$ cat config.mk
export PLATFORM = sky130hd
export DESIGN_NAME = rotation_matrix_to_quaternion
export DESIGN_NICKNAME = d
export VERILOG_FILES = /design/src/hdl/rm2q_pkg.sv /design/src/hdl/rm2q_sqrt_stage.sv /design/src/hdl/rm2q_lane.sv /design/src/hdl/rm2q_merge.sv /design/src/hdl/rotation_matrix_to_quaternion.sv
export SDC_FILE = /design/constraint.sdc
export NUM_CORES = 2
export LEC_CHECK = 0
export ABC_AREA = 1
export BUFFER_PORTS_ARGS = -buffer_cell sky130_fd_sc_hd__buf_2
export CORE_MARGIN = 2
export CORE_UTILIZATION = 45
export CTS_BUF_LIST = sky130_fd_sc_hd__clkbuf_4
export DETAILED_ROUTE_END_ITERATION = 10
export GPL_TIMING_DRIVEN = 0
export PLACE_DENSITY = 0.66
export SETUP_SLACK_MARGIN = 0.3
export SLEW_MARGIN = 10
export SYNTH_ARGS = -nofsm -noshare
export SYNTH_HDL_FRONTEND = slang
export SYNTH_SLANG_ARGS = --single-unit
$ cat constraint.sdc
create_clock -name clk -period 3 [get_ports clk]
set_clock_uncertainty 0.05 [all_clocks]
set_input_delay 0.3 -clock clk [delete_from_list [all_inputs] [get_ports clk]]
set_output_delay 0.3 -clock clk [all_outputs]
set_load 0.03 [all_outputs]
$ cat src/hdl/rm2q_pkg.sv
// ----------------------------------------------------------------------------
// rm2q_pkg
// Shared widths, constants and types for the matrix to quaternion pipeline.
// ----------------------------------------------------------------------------
package rm2q_pkg;

    localparam int IN_W      = 16;
    localparam int OUT_W     = 16;
    localparam int FRAC_BITS = 14;
    localparam int MAG_MAX   = 32767;

    localparam int SUM_BASE  = (FRAC_BITS + 1 > IN_W) ? FRAC_BITS + 1 : IN_W;
    localparam int SUM_W     = SUM_BASE + 3;
    localparam int MAG_IN_W  = SUM_W - 1;
    localparam int RAD_W     = MAG_IN_W + FRAC_BITS;
    localparam int ROOT_W    = (RAD_W + 1) / 2;
    localparam int RAD_PAD   = 2 * ROOT_W;
    localparam int REM_W     = ROOT_W + 2;
    localparam int DIFF_W    = IN_W + 1;
    localparam int N_LANES   = 4;
    localparam int LATENCY   = ROOT_W + 2;

    // Lane sign patterns, bits {r00, r11, r22}: 1 subtracts the entry.
    localparam logic [2:0] NEG_W = 3'b000;
    localparam logic [2:0] NEG_X = 3'b011;
    localparam logic [2:0] NEG_Y = 3'b101;
    localparam logic [2:0] NEG_Z = 3'b110;

    localparam int LANE_W = 0;
    localparam int LANE_X = 1;
    localparam int LANE_Y = 2;
    localparam int LANE_Z = 3;

    typedef logic [ROOT_W-1:0] root_t;

    typedef struct packed {
        logic [RAD_PAD-1:0] rad;
        logic [REM_W-1:0]   rem;
        root_t              root;
    } sqrt_word_t;

    typedef struct packed {
        logic x;
        logic y;
        logic z;
    } sign_t;

endpackage

$ cat src/hdl/rm2q_sqrt_stage.sv
// ----------------------------------------------------------------------------
// rm2q_sqrt_stage
// One registered step of the integer square root: one root bit per stage.
// ----------------------------------------------------------------------------
module rm2q_sqrt_stage
    import rm2q_pkg::*;
(
    input  logic       clk,
    input  sqrt_word_t d,
    output sqrt_word_t q
);

    logic [REM_W-1:0] rem_sh;
    logic [REM_W-1:0] trial;
    sqrt_word_t       q_next;

    always_comb
    begin
        rem_sh = {d.rem[REM_W-3:0], d.rad[RAD_PAD-1 -: 2]};
        trial  = {d.root, 2'b01};
        q_next.rad = {d.rad[RAD_PAD-3:0], 2'b00};
        if (rem_sh >= trial)
        begin
            q_next.rem  = rem_sh - trial;
            q_next.root = {d.root[ROOT_W-2:0], 1'b1};
        end
        else
        begin
            q_next.rem  = rem_sh;
            q_next.root = {d.root[ROOT_W-2:0], 1'b0};
        end
    end

    always_ff @(posedge clk)
    begin
        q <= q_next;
    end

endmodule

$ cat src/hdl/rm2q_lane.sv
// ----------------------------------------------------------------------------
// rm2q_lane
// One quaternion component: diagonal sum, clamp, pipelined square root.
// ----------------------------------------------------------------------------
module rm2q_lane
    import rm2q_pkg::*;
(
    input  logic                   clk,
    input  logic [2:0]             neg,
    input  logic signed [IN_W-1:0] d0,
    input  logic signed [IN_W-1:0] d1,
    input  logic signed [IN_W-1:0] d2,
    output root_t                  root
);

    localparam logic signed [SUM_W-1:0] ONE = SUM_W'(64'd1 << FRAC_BITS);

    logic signed [SUM_W-1:0] t0;
    logic signed [SUM_W-1:0] t1;
    logic signed [SUM_W-1:0] t2;
    logic signed [SUM_W-1:0] sum;
    logic [MAG_IN_W-1:0]     mag;
    sqrt_word_t              head;
    sqrt_word_t              st [ROOT_W+1];

    always_comb
    begin
        t0   = neg[2] ? -SUM_W'(d0) : SUM_W'(d0);
        t1   = neg[1] ? -SUM_W'(d1) : SUM_W'(d1);
        t2   = neg[0] ? -SUM_W'(d2) : SUM_W'(d2);
        sum  = ONE + t0 + t1 + t2;
        mag  = sum[SUM_W-1] ? '0 : sum[MAG_IN_W-1:0];
        head.rad  = RAD_PAD'({mag, {FRAC_BITS{1'b0}}});
        head.rem  = '0;
        head.root = '0;
    end

    always_ff @(posedge clk)
    begin
        st[0] <= head;
    end

    for (genvar i = 0; i < ROOT_W; i++)
    begin : g_stage
        rm2q_sqrt_stage u_stage (
            .clk (clk),
            .d   (st[i]),
            .q   (st[i+1])
        );
    end

    assign root = st[ROOT_W].root;

endmodule

$ cat src/hdl/rm2q_merge.sv
// ----------------------------------------------------------------------------
// rm2q_merge
// Halve, saturate and sign the lane roots into the registered result word.
// ----------------------------------------------------------------------------
module rm2q_merge
    import rm2q_pkg::*;
(
    input  logic                    clk,
    input  logic                    rst_n,
    input  logic                    valid,
    input  root_t                   roots [N_LANES],
    input  sign_t                   signs,
    output logic                    done,
    output logic signed [OUT_W-1:0] quat_w,
    output logic signed [OUT_W-1:0] quat_x,
    output logic signed [OUT_W-1:0] quat_y,
    output logic signed [OUT_W-1:0] quat_z
);

    logic [OUT_W-1:0]        mag  [N_LANES];
    logic [N_LANES-1:0]      negs;
    logic signed [OUT_W-1:0] q_next [N_LANES];
    logic                    done_reg;
    logic signed [OUT_W-1:0] q_reg [N_LANES];

    assign negs = {signs.z, signs.y, signs.x, 1'b0};

    always_comb
    begin
        for (int i = 0; i < N_LANES; i++)
        begin
            if (64'(roots[i][ROOT_W-1:1]) > 64'(MAG_MAX))
                mag[i] = OUT_W'(MAG_MAX);
            else
                mag[i] = OUT_W'(roots[i][ROOT_W-1:1]);
            q_next[i] = negs[i] ? -$signed(mag[i]) : $signed(mag[i]);
        end
    end

    always_ff @(posedge clk or negedge rst_n)
    begin
        if (!rst_n)
            done_reg <= 1'b0;
        else
            done_reg <= valid;
    end

    always_ff @(posedge clk)
    begin
        if (valid)
            q_reg <= q_next;
    end

    assign done   = done_reg;
    assign quat_w = q_reg[LANE_W];
    assign quat_x = q_reg[LANE_X];
    assign quat_y = q_reg[LANE_Y];
    assign quat_z = q_reg[LANE_Z];

endmodule

$ cat src/hdl/rotation_matrix_to_quaternion.sv
// ----------------------------------------------------------------------------
// rotation_matrix_to_quaternion
// Rotation matrix (signed Q2.14) to unit quaternion (signed Q2.14).
//
// Usage:
//   Drive r00..r22 and pulse start; a word is taken at every rising edge
//   where start is high and busy is low. busy stays low: the block takes a
//   new matrix in every cycle.
//   Four lanes (w, x, y, z) each form their diagonal sum and run a
//   square root pipeline of ROOT_W stages, one root bit per stage; the
//   merge stage halves, saturates and signs the roots.
//   An accepted word passes the lane head register, the ROOT_W root
//   stages and the merge result register, with valid_reg alongside; done
//   comes from the merge stage. Throughput: one word per cycle; the depth
//   of the root pipeline sets the latency, not the rate.
//   done marks quat_w..quat_z for exactly one cycle; the receiver has no
//   way to stall and must take the word then.
//   Reset (rst_n low) clears all in-flight words; no done follows.
// ----------------------------------------------------------------------------
module rotation_matrix_to_quaternion
    import rm2q_pkg::*;
(
    input  logic                    clk,
    input  logic                    rst_n,
    input  logic                    start,
    output logic                    busy,
    input  logic signed [IN_W-1:0]  r00,
    input  logic signed [IN_W-1:0]  r01,
    input  logic signed [IN_W-1:0]  r02,
    input  logic signed [IN_W-1:0]  r10,
    input  logic signed [IN_W-1:0]  r11,
    input  logic signed [IN_W-1:0]  r12,
    input  logic signed [IN_W-1:0]  r20,
    input  logic signed [IN_W-1:0]  r21,
    input  logic signed [IN_W-1:0]  r22,
    output logic                    done,
    output logic signed [OUT_W-1:0] quat_w,
    output logic signed [OUT_W-1:0] quat_x,
    output logic signed [OUT_W-1:0] quat_y,
    output logic signed [OUT_W-1:0] quat_z
);

    localparam logic [2:0] LANE_NEG [N_LANES] = '{NEG_W, NEG_X, NEG_Y, NEG_Z};

    logic                      accept;
    logic [ROOT_W:0]           valid_reg;
    logic [ROOT_W:0]           valid_next;
    sign_t                     sign_reg [ROOT_W+1];
    sign_t                     sign_next;
    logic signed [DIFF_W-1:0]  diff_x;
    logic signed [DIFF_W-1:0]  diff_y;
    logic signed [DIFF_W-1:0]  diff_z;
    root_t                     roots [N_LANES];

    assign busy   = 1'b0;
    assign accept = start && !busy;

    always_comb
    begin
        diff_x = DIFF_W'(r21) - DIFF_W'(r12);
        diff_y = DIFF_W'(r02) - DIFF_W'(r20);
        diff_z = DIFF_W'(r10) - DIFF_W'(r01);
        sign_next.x = diff_x[DIFF_W-1];
        sign_next.y = diff_y[DIFF_W-1];
        sign_next.z = diff_z[DIFF_W-1];
        valid_next  = {valid_reg[ROOT_W-1:0], accept};
    end

    always_ff @(posedge clk or negedge rst_n)
    begin
        if (!rst_n)
            valid_reg <= '0;
        else
            valid_reg <= valid_next;
    end

    always_ff @(posedge clk)
    begin
        sign_reg[0] <= sign_next;
        for (int i = 1; i <= ROOT_W; i++)
            sign_reg[i] <= sign_reg[i-1];
    end

    for (genvar l = 0; l < N_LANES; l++)
    begin : g_lane
        rm2q_lane u_lane (
            .clk  (clk),
            .neg  (LANE_NEG[l]),
            .d0   (r00),
            .d1   (r11),
            .d2   (r22),
            .root (roots[l])
        );
    end

    rm2q_merge u_merge (
        .clk    (clk),
        .rst_n  (rst_n),
        .valid  (valid_reg[ROOT_W]),
        .roots  (roots),
        .signs  (sign_reg[ROOT_W]),
        .done   (done),
        .quat_w (quat_w),
        .quat_x (quat_x),
        .quat_y (quat_y),
        .quat_z (quat_z)
    );

    a_latency: assert property (@(posedge clk) disable iff (!rst_n)
        accept |-> ##(LATENCY) done)
        else $error("accepted word did not produce a result on time");

    a_w_nonneg: assert property (@(posedge clk) disable iff (!rst_n)
        done |-> !quat_w[OUT_W-1])
        else $error("quat_w negative");

    a_no_minimum: assert property (@(posedge clk) disable iff (!rst_n)
        done |-> (quat_x != {1'b1, {(OUT_W-1){1'b0}}})
              && (quat_y != {1'b1, {(OUT_W-1){1'b0}}})
              && (quat_z != {1'b1, {(OUT_W-1){1'b0}}}))
        else $error("quaternion component outside saturated range");

    a_done_source: assert property (@(posedge clk) disable iff (!rst_n)
        done |-> $past(valid_reg[ROOT_W]))
        else $error("result without a word in flight");

endmodule

Word level (Yosys, flattened, before mapping) --
Memory sizes are Yosys's and may differ from the RTL's. Index checks and enable logic that the tools add are counted.
Word-level totals: output and inout port bits 66, memories 1, bits in writable memories 51, input bits 147, latch bits 0, memory bits (read-only) 0, word-level logic and storage cells 408, register bits 2373
Operators by class: eq/ne operators 0, bitwise gates (word level) 0, divide/modulo/power cells 0, add/subtract/negate cells 79, multiply operators 0, muxes and demuxes 67, reduce and logical (&&, ||, !) cells 0, shifts and indexed selects 0, $lt $le $gt $ge 64
Memories:
- sign_reg | depth 17, bits a word 3, rd ports 17, clocked after memory_dff 0, wr ports 17, RTL line rotation_matrix_to_quaternion.sv:48 | sign_t sign_reg [ROOT_W+1];
Operators by type and width (count):
- $mux W32 | 56
- $ge A18 B18 Y1 | 60
- $sub A16 B16 Y16 | 56
- $mux W18 | 4
- $add A19 B16 Y19 | 3
- $add A19 B19 Y19 | 3
- $neg A16 Y19 | 3
- $sub A16 B16 Y17 | 3
- $neg A15 Y16 | 3
- $mux W15 | 3
- $add A16 B19 Y19 const A | 1
- $add A17 B19 Y19 | 1
- $add A17 B16 Y18 | 1
- $add A16 B16 Y17 const A | 1
- $sub A2 B1 Y3 const B | 4
- $ge A2 B1 Y1 const B | 4
- $mux W1 | 4

Depth between registers and ports, before layout --
word-level depth 4, gate-level depth with buffers 24, depth with buffers taken out 24

Modules after synthesis --
A second synthesis with hierarchy kept.
Second synthesis, totals: cell total of the unflattened synthesis 24713, area, all modules 191534.9 µm²
Modules (own cells, without submodules):
- rm2q_sqrt_stage at g_lane[2].u_lane.g_stage[0].u_stage ... | cells each 355, instances 32, seq. area each 1281.2 µm², area each 2773.9 µm²
- rm2q_sqrt_stage at g_lane[0].u_lane.g_stage[0].u_stage ... | cells each 342, instances 32, seq. area each 1281.2 µm², area each 2630.0 µm²
- rm2q_lane at g_lane[0].u_lane ... | cells each 452, instances 2, seq. area each 360.3 µm², area each 3208.1 µm²
- rm2q_lane at g_lane[2].u_lane ... | cells each 451, instances 2, seq. area each 360.3 µm², area each 3143.0 µm²
- rm2q_merge | cells each 320, instances 1, seq. area each 1916.8 µm², area each 3181.8 µm²
- rotation_matrix_to_quaternion | cells each 283, instances 1, seq. area each 1446.4 µm², area each 2725.1 µm²

Least setup slack after synthesis --
OpenSTA, ideal clock, no wires.
path kind input -> register, start input r00[1], end register g_lane[3].u_lane.st[1116] in the netlist's numbering, library setup time 0.116 ns, buffers on the path 1, stages 21, setup slack -0.402 ns, arrival 3.236 ns, required time 2.834 ns, cell sequence inv_1 nand3_1 nor3_2 nand2_1 nor3_1 nand2_1 or2_0 nand2_1 inv_1 fa_1 ha_1 nand2_1 nor2_1 nand2_1 nor2_1 nand2_1 nand3_1 nand3_2 nand2_4 buf_8 nor2_2
On the way: longest elaborated chain between the ends 4
Ends and longest elaborated chain:
- start, declared | RTL line rotation_matrix_to_quaternion.sv:27 | input logic signed [IN_W-1:0] r00,
- $neg A16 Y19
- $add A16 B19 Y19 | RTL line rm2q_lane.sv:31 | sum = ONE + t0 + t1 + t2;
- $add A19 B19 Y19 | RTL line rm2q_lane.sv:31
- $add A19 B16 Y19 | RTL line rm2q_lane.sv:31
- end, declared | RTL line rm2q_lane.sv:24 | sqrt_word_t st [ROOT_W+1];
No other way between the ends. A chain may end at the register's enable or synchronous reset.

==> impl_metrics.tcl <==
set metrics [dict create \
    worst_pin_slew_ns 0.800 \
    wl_per_cell_um 13.2 \
    swShare_pct 38.9 \
    boundaryPins 213 \
    netlist_area_um2 83600 \
    die_w_um 435 \
    die_y_um 435 \
    regToRegSetupSlack_ns 0.44 \
    grt_pass1_wl_mm 307 \
    instances_no_fill 14000 \
    coreArea_um2 185000 \
    slew_headroom_pct 46.7 \
    ys_seq_area_share_pct 45.0 \
    clk_latency_ns 1.41 \
    cts_tree "built" \
    cp_data_required_time_ns 4.15 \
    nFillCells 17700 \
    worstPathMaxFanout 2 \
    syn2layout_area_growth_pct 15.7 \
    pwr-share-seq_pct 40.0 \
    ir_worst_vdd_v 0.000454 \
    power_w 0.0986 \
    netlist_instances 10300 \
    slowest_stage "dlygate4sd3_1" \
    slowest_delay_ns 0.55 \
    syn_avg_cell_area_um2 8.12 \
    path_delay_family "buffers and inverters" \
    holdPathStages 8 \
    cts_made_buffers 467 \
    internal_power_w 0.0602 \
    post-route-period-util_pct 91.2 \
    portBuffers 210 \
    worst_setup_path_start_kind "input port" \
    place_congestion 0.931 \
    fin_nets 12100 \
    async_reset_ff_share_pct 0.976 \
    hold_viol 0 \
    crit_buf_inv 6 \
    period_minus_slack_ns 2.74 \
    antenna_found_initial 10 \
    end_kind "flip-flop" \
    drive_above_1_share_pct 11.8 \
    ys.flop_type "dfxtp_1" \
    rows 158 \
    crit_chain "dlygate4sd3_1 -> buf_2 -> ha_4 -> a21oi_2 -> dlygate4sd3_1 -> nand2_1 -> dlygate4sd3_1 -> nand2_1 -> dlygate4sd3_1 -> nand2_1 -> nand2_1 -> nand2_1 -> xor2_1 -> dlygate4sd3_1" \
    die_area_um2 189000 \
    dp_cells 13000 \
    htreeDepth 5 \
    grt_max_degree 65 \
    cts_sinks 1844 \
    fmax_ghz 0.366 \
    setup_violations 0 \
    drtPass1Iterations 7 \
    path_class "input port to flip-flop" \
    first_global_vias 67800 \
    p_leak_nw 49.3 \
    largest_reg_flops 1640 \
    slew_viol_final 0 \
    ys_ff_latch 1844 \
    hold_class "input port to flip-flop" \
    hold-path-endpoint "sign_reg[0][2]" \
    start_util_pct 45.2 \
    outcome "finished clean" \
    synth_cell_types 63 \
    r2r_cells 12 \
    ant_nets 0 \
    drt_iter0_markers 3094 \
    hold_start "r21[9]" \
    cp.arrival_ns 3.88 \
    clockRootBuffer "clkbuf_4" \
    rsz0062_at_grt "yes" \
    drt_wl_total_mm 185 \
    vias 67400 \
    hpwl_mm 144 \
    comb_power_share_pct 40.1 \
    vias_per_cell 4.81 \
    clkTransAtPathRegs_ns 0.06 \
    drv_cap 0 \
    clkPwrFrac_pct 19.9 \
    rr_startpoint "g_lane[2].u_lane.g_stage[8].u_stage.q[0]" \
    synth_edf_count 63 \
    yosys_warnings 0 \
    p_sw_w 0.0384 \
    fin_area_um2 96700 \
    finalSetupTns_ns 0 \
    grt-ovfl-total 0 \
    track_usage_pct 19.1 \
    timing.rr.end "g_lane[2].u_lane.g_stage[9].u_stage.q[23]" \
    power_density_nw_per_um2 1020 \
    route.detailed.drc 0 \
    whs_ns 0.0593 \
    placed_area_um2 88200 \
    cts.path.max_buffers 4 \
]
## cell usage after synthesis, drive strengths merged, types with 2 or more instances
master      n  area [um^2]
a31oi      53          332
xor2      296         2590
o31ai       3         22.5
a21o       67          503
o21a       22          165
o311ai      4         35.0
nand3b     40          300
or2        79          494
a21oi     664         3370
o2111ai     3         26.3
o21bai     24          188
inv      1568         5890
nor2      902         3570
edfxtp     63         1890
dfrtp      18          450
a211oi      8         60.1
nor4       37          231
a211o       2         17.5
and3        8         50.1
buf        70          437
or3         4         25.0
nand2    2105         8010
nand3     623         3170
xnor2     216         1890
a21boi      8         63.8
and2       13         81.3
ha        637         7970
a31o        4         35.0
dfxtp    1763        35300
o21ai     558         2830
clkbuf      9         33.8
nand4     149          932
nor3      177          916
nor3b       3         22.5
o211ai     14          110
nand2b      4         25.0
fa         77         1540
## kinds of logic (layout without fill, tap and decap cells)
group                    Yosys count  in the layout  synth area share (%)
other                              1             19               0.00449
buffers and inverters           1648           2861                  7.61
XOR/XNOR                         512            512                  5.36
AO/OA/AOI/OAI                   1437           1437                  9.30
adder cells (fa/ha/maj)          714            714                  11.4
flip-flops                      1844           1844                  45.0
AND/OR/NAND/NOR                 4145           4145                  21.3
## area by class of cell
cell class              count  area, um^2  share of cell area, %
plain buffers              79         497                  0.514
diodes                     13        32.5                 0.0336
clock buffers             645        4840                   5.01
flip-flops and latches   1844       37600                   38.9
well taps                2480        3100                   3.21
inverters                1569        5940                   6.14
repair buffers            448        3430                   3.54
multi-input cells        6814       40600                   42.0
clock inverters           120         654                  0.677
## power by group through the flow
stage          clock (W)  combinational (W)  sequential (W)
2_1_floorplan          0             0.0303          0.0385
6_report          0.0196             0.0396          0.0395
3_5_place_dp           0             0.0384          0.0400
3_3_place_gp           0             0.0377          0.0399
5_1_grt           0.0217             0.0455          0.0405
4_1_cts           0.0205             0.0392          0.0395
## layer usage
metal / part of all wire [%] / track usage [%] / vias to the layer above / wire length (um)
li1: - / - / 35200 / -
met1: 42 / 21.1 / 30300 / 78000
met2: 50 / 35.1 / 1345 / 93200
met3: 3.6 / 3.35 / 501 / 6680
met4: 3.9 / 9.18 / 0 / 7140
met5: 0 / 0 / - / 0
## worst register-to-register path, delay by kind of cell (launching register included)
kind | cells | cell delay [ns]
buffers and inverters | 3 | 0.39
AND/OR/NAND/NOR | 4 | 0.47
adder cells (fa/ha/maj) | 2 | 0.72
flip-flops | 1 | 0.34
AO/OA/AOI/OAI | 3 | 0.40
## through the flow
step                      setup WS, ns  util (%)
after detailed placement         -1.32      47.7
after CTS                        0.300      51.8
after floorplan                 -0.261         -
after global routing             0.245      52.3
final                            0.265      52.3
after global placement           -1.34      47.7
## worst max-delay path by stage
stage	startpoint	to	depth (start not counted)
floorplan	r11[0]	g_lane[3].u_lane.st[1116]	20
global placement	r00[1]	g_lane[3].u_lane.st[1120]	22
detailed placement	r00[1]	g_lane[3].u_lane.st[1120]	22
CTS	g_lane[0].u_lane.g_stage[8].u_stage.q[0]	g_lane[0].u_lane.g_stage[9].u_stage.q[20]	12
global route	r00[0]	g_lane[0].u_lane.st[1118]	23
finish	r10[3]	sign_reg[0][0]	14
## repair_timing
item,CTS,global route
gates resized for setup,6,139
hold buffers,215,8
setup endpoints to repair,20,144
gates cloned,0,1
endpoints found under the hold margin,94,11
buffers inserted,1,21
pin swaps,1,36
## placed cells by master, fill, tap and decap left out, drive strengths merged, types with 67 or more instances in the layout
cell type,instances
a21oi,664
nand3,623
xor2,296
o21ai,558
xnor2,216
buf,296
clkinv,110
nand4,149
dfxtp,1763
clkbuf,661
or2,79
ha,637
nor3,177
inv,1568
a21o,67
fa,77
dlygate4sd3,210
nor2,902
nand2,2105
No activity file was read; power rests on OpenSTA's default activity.
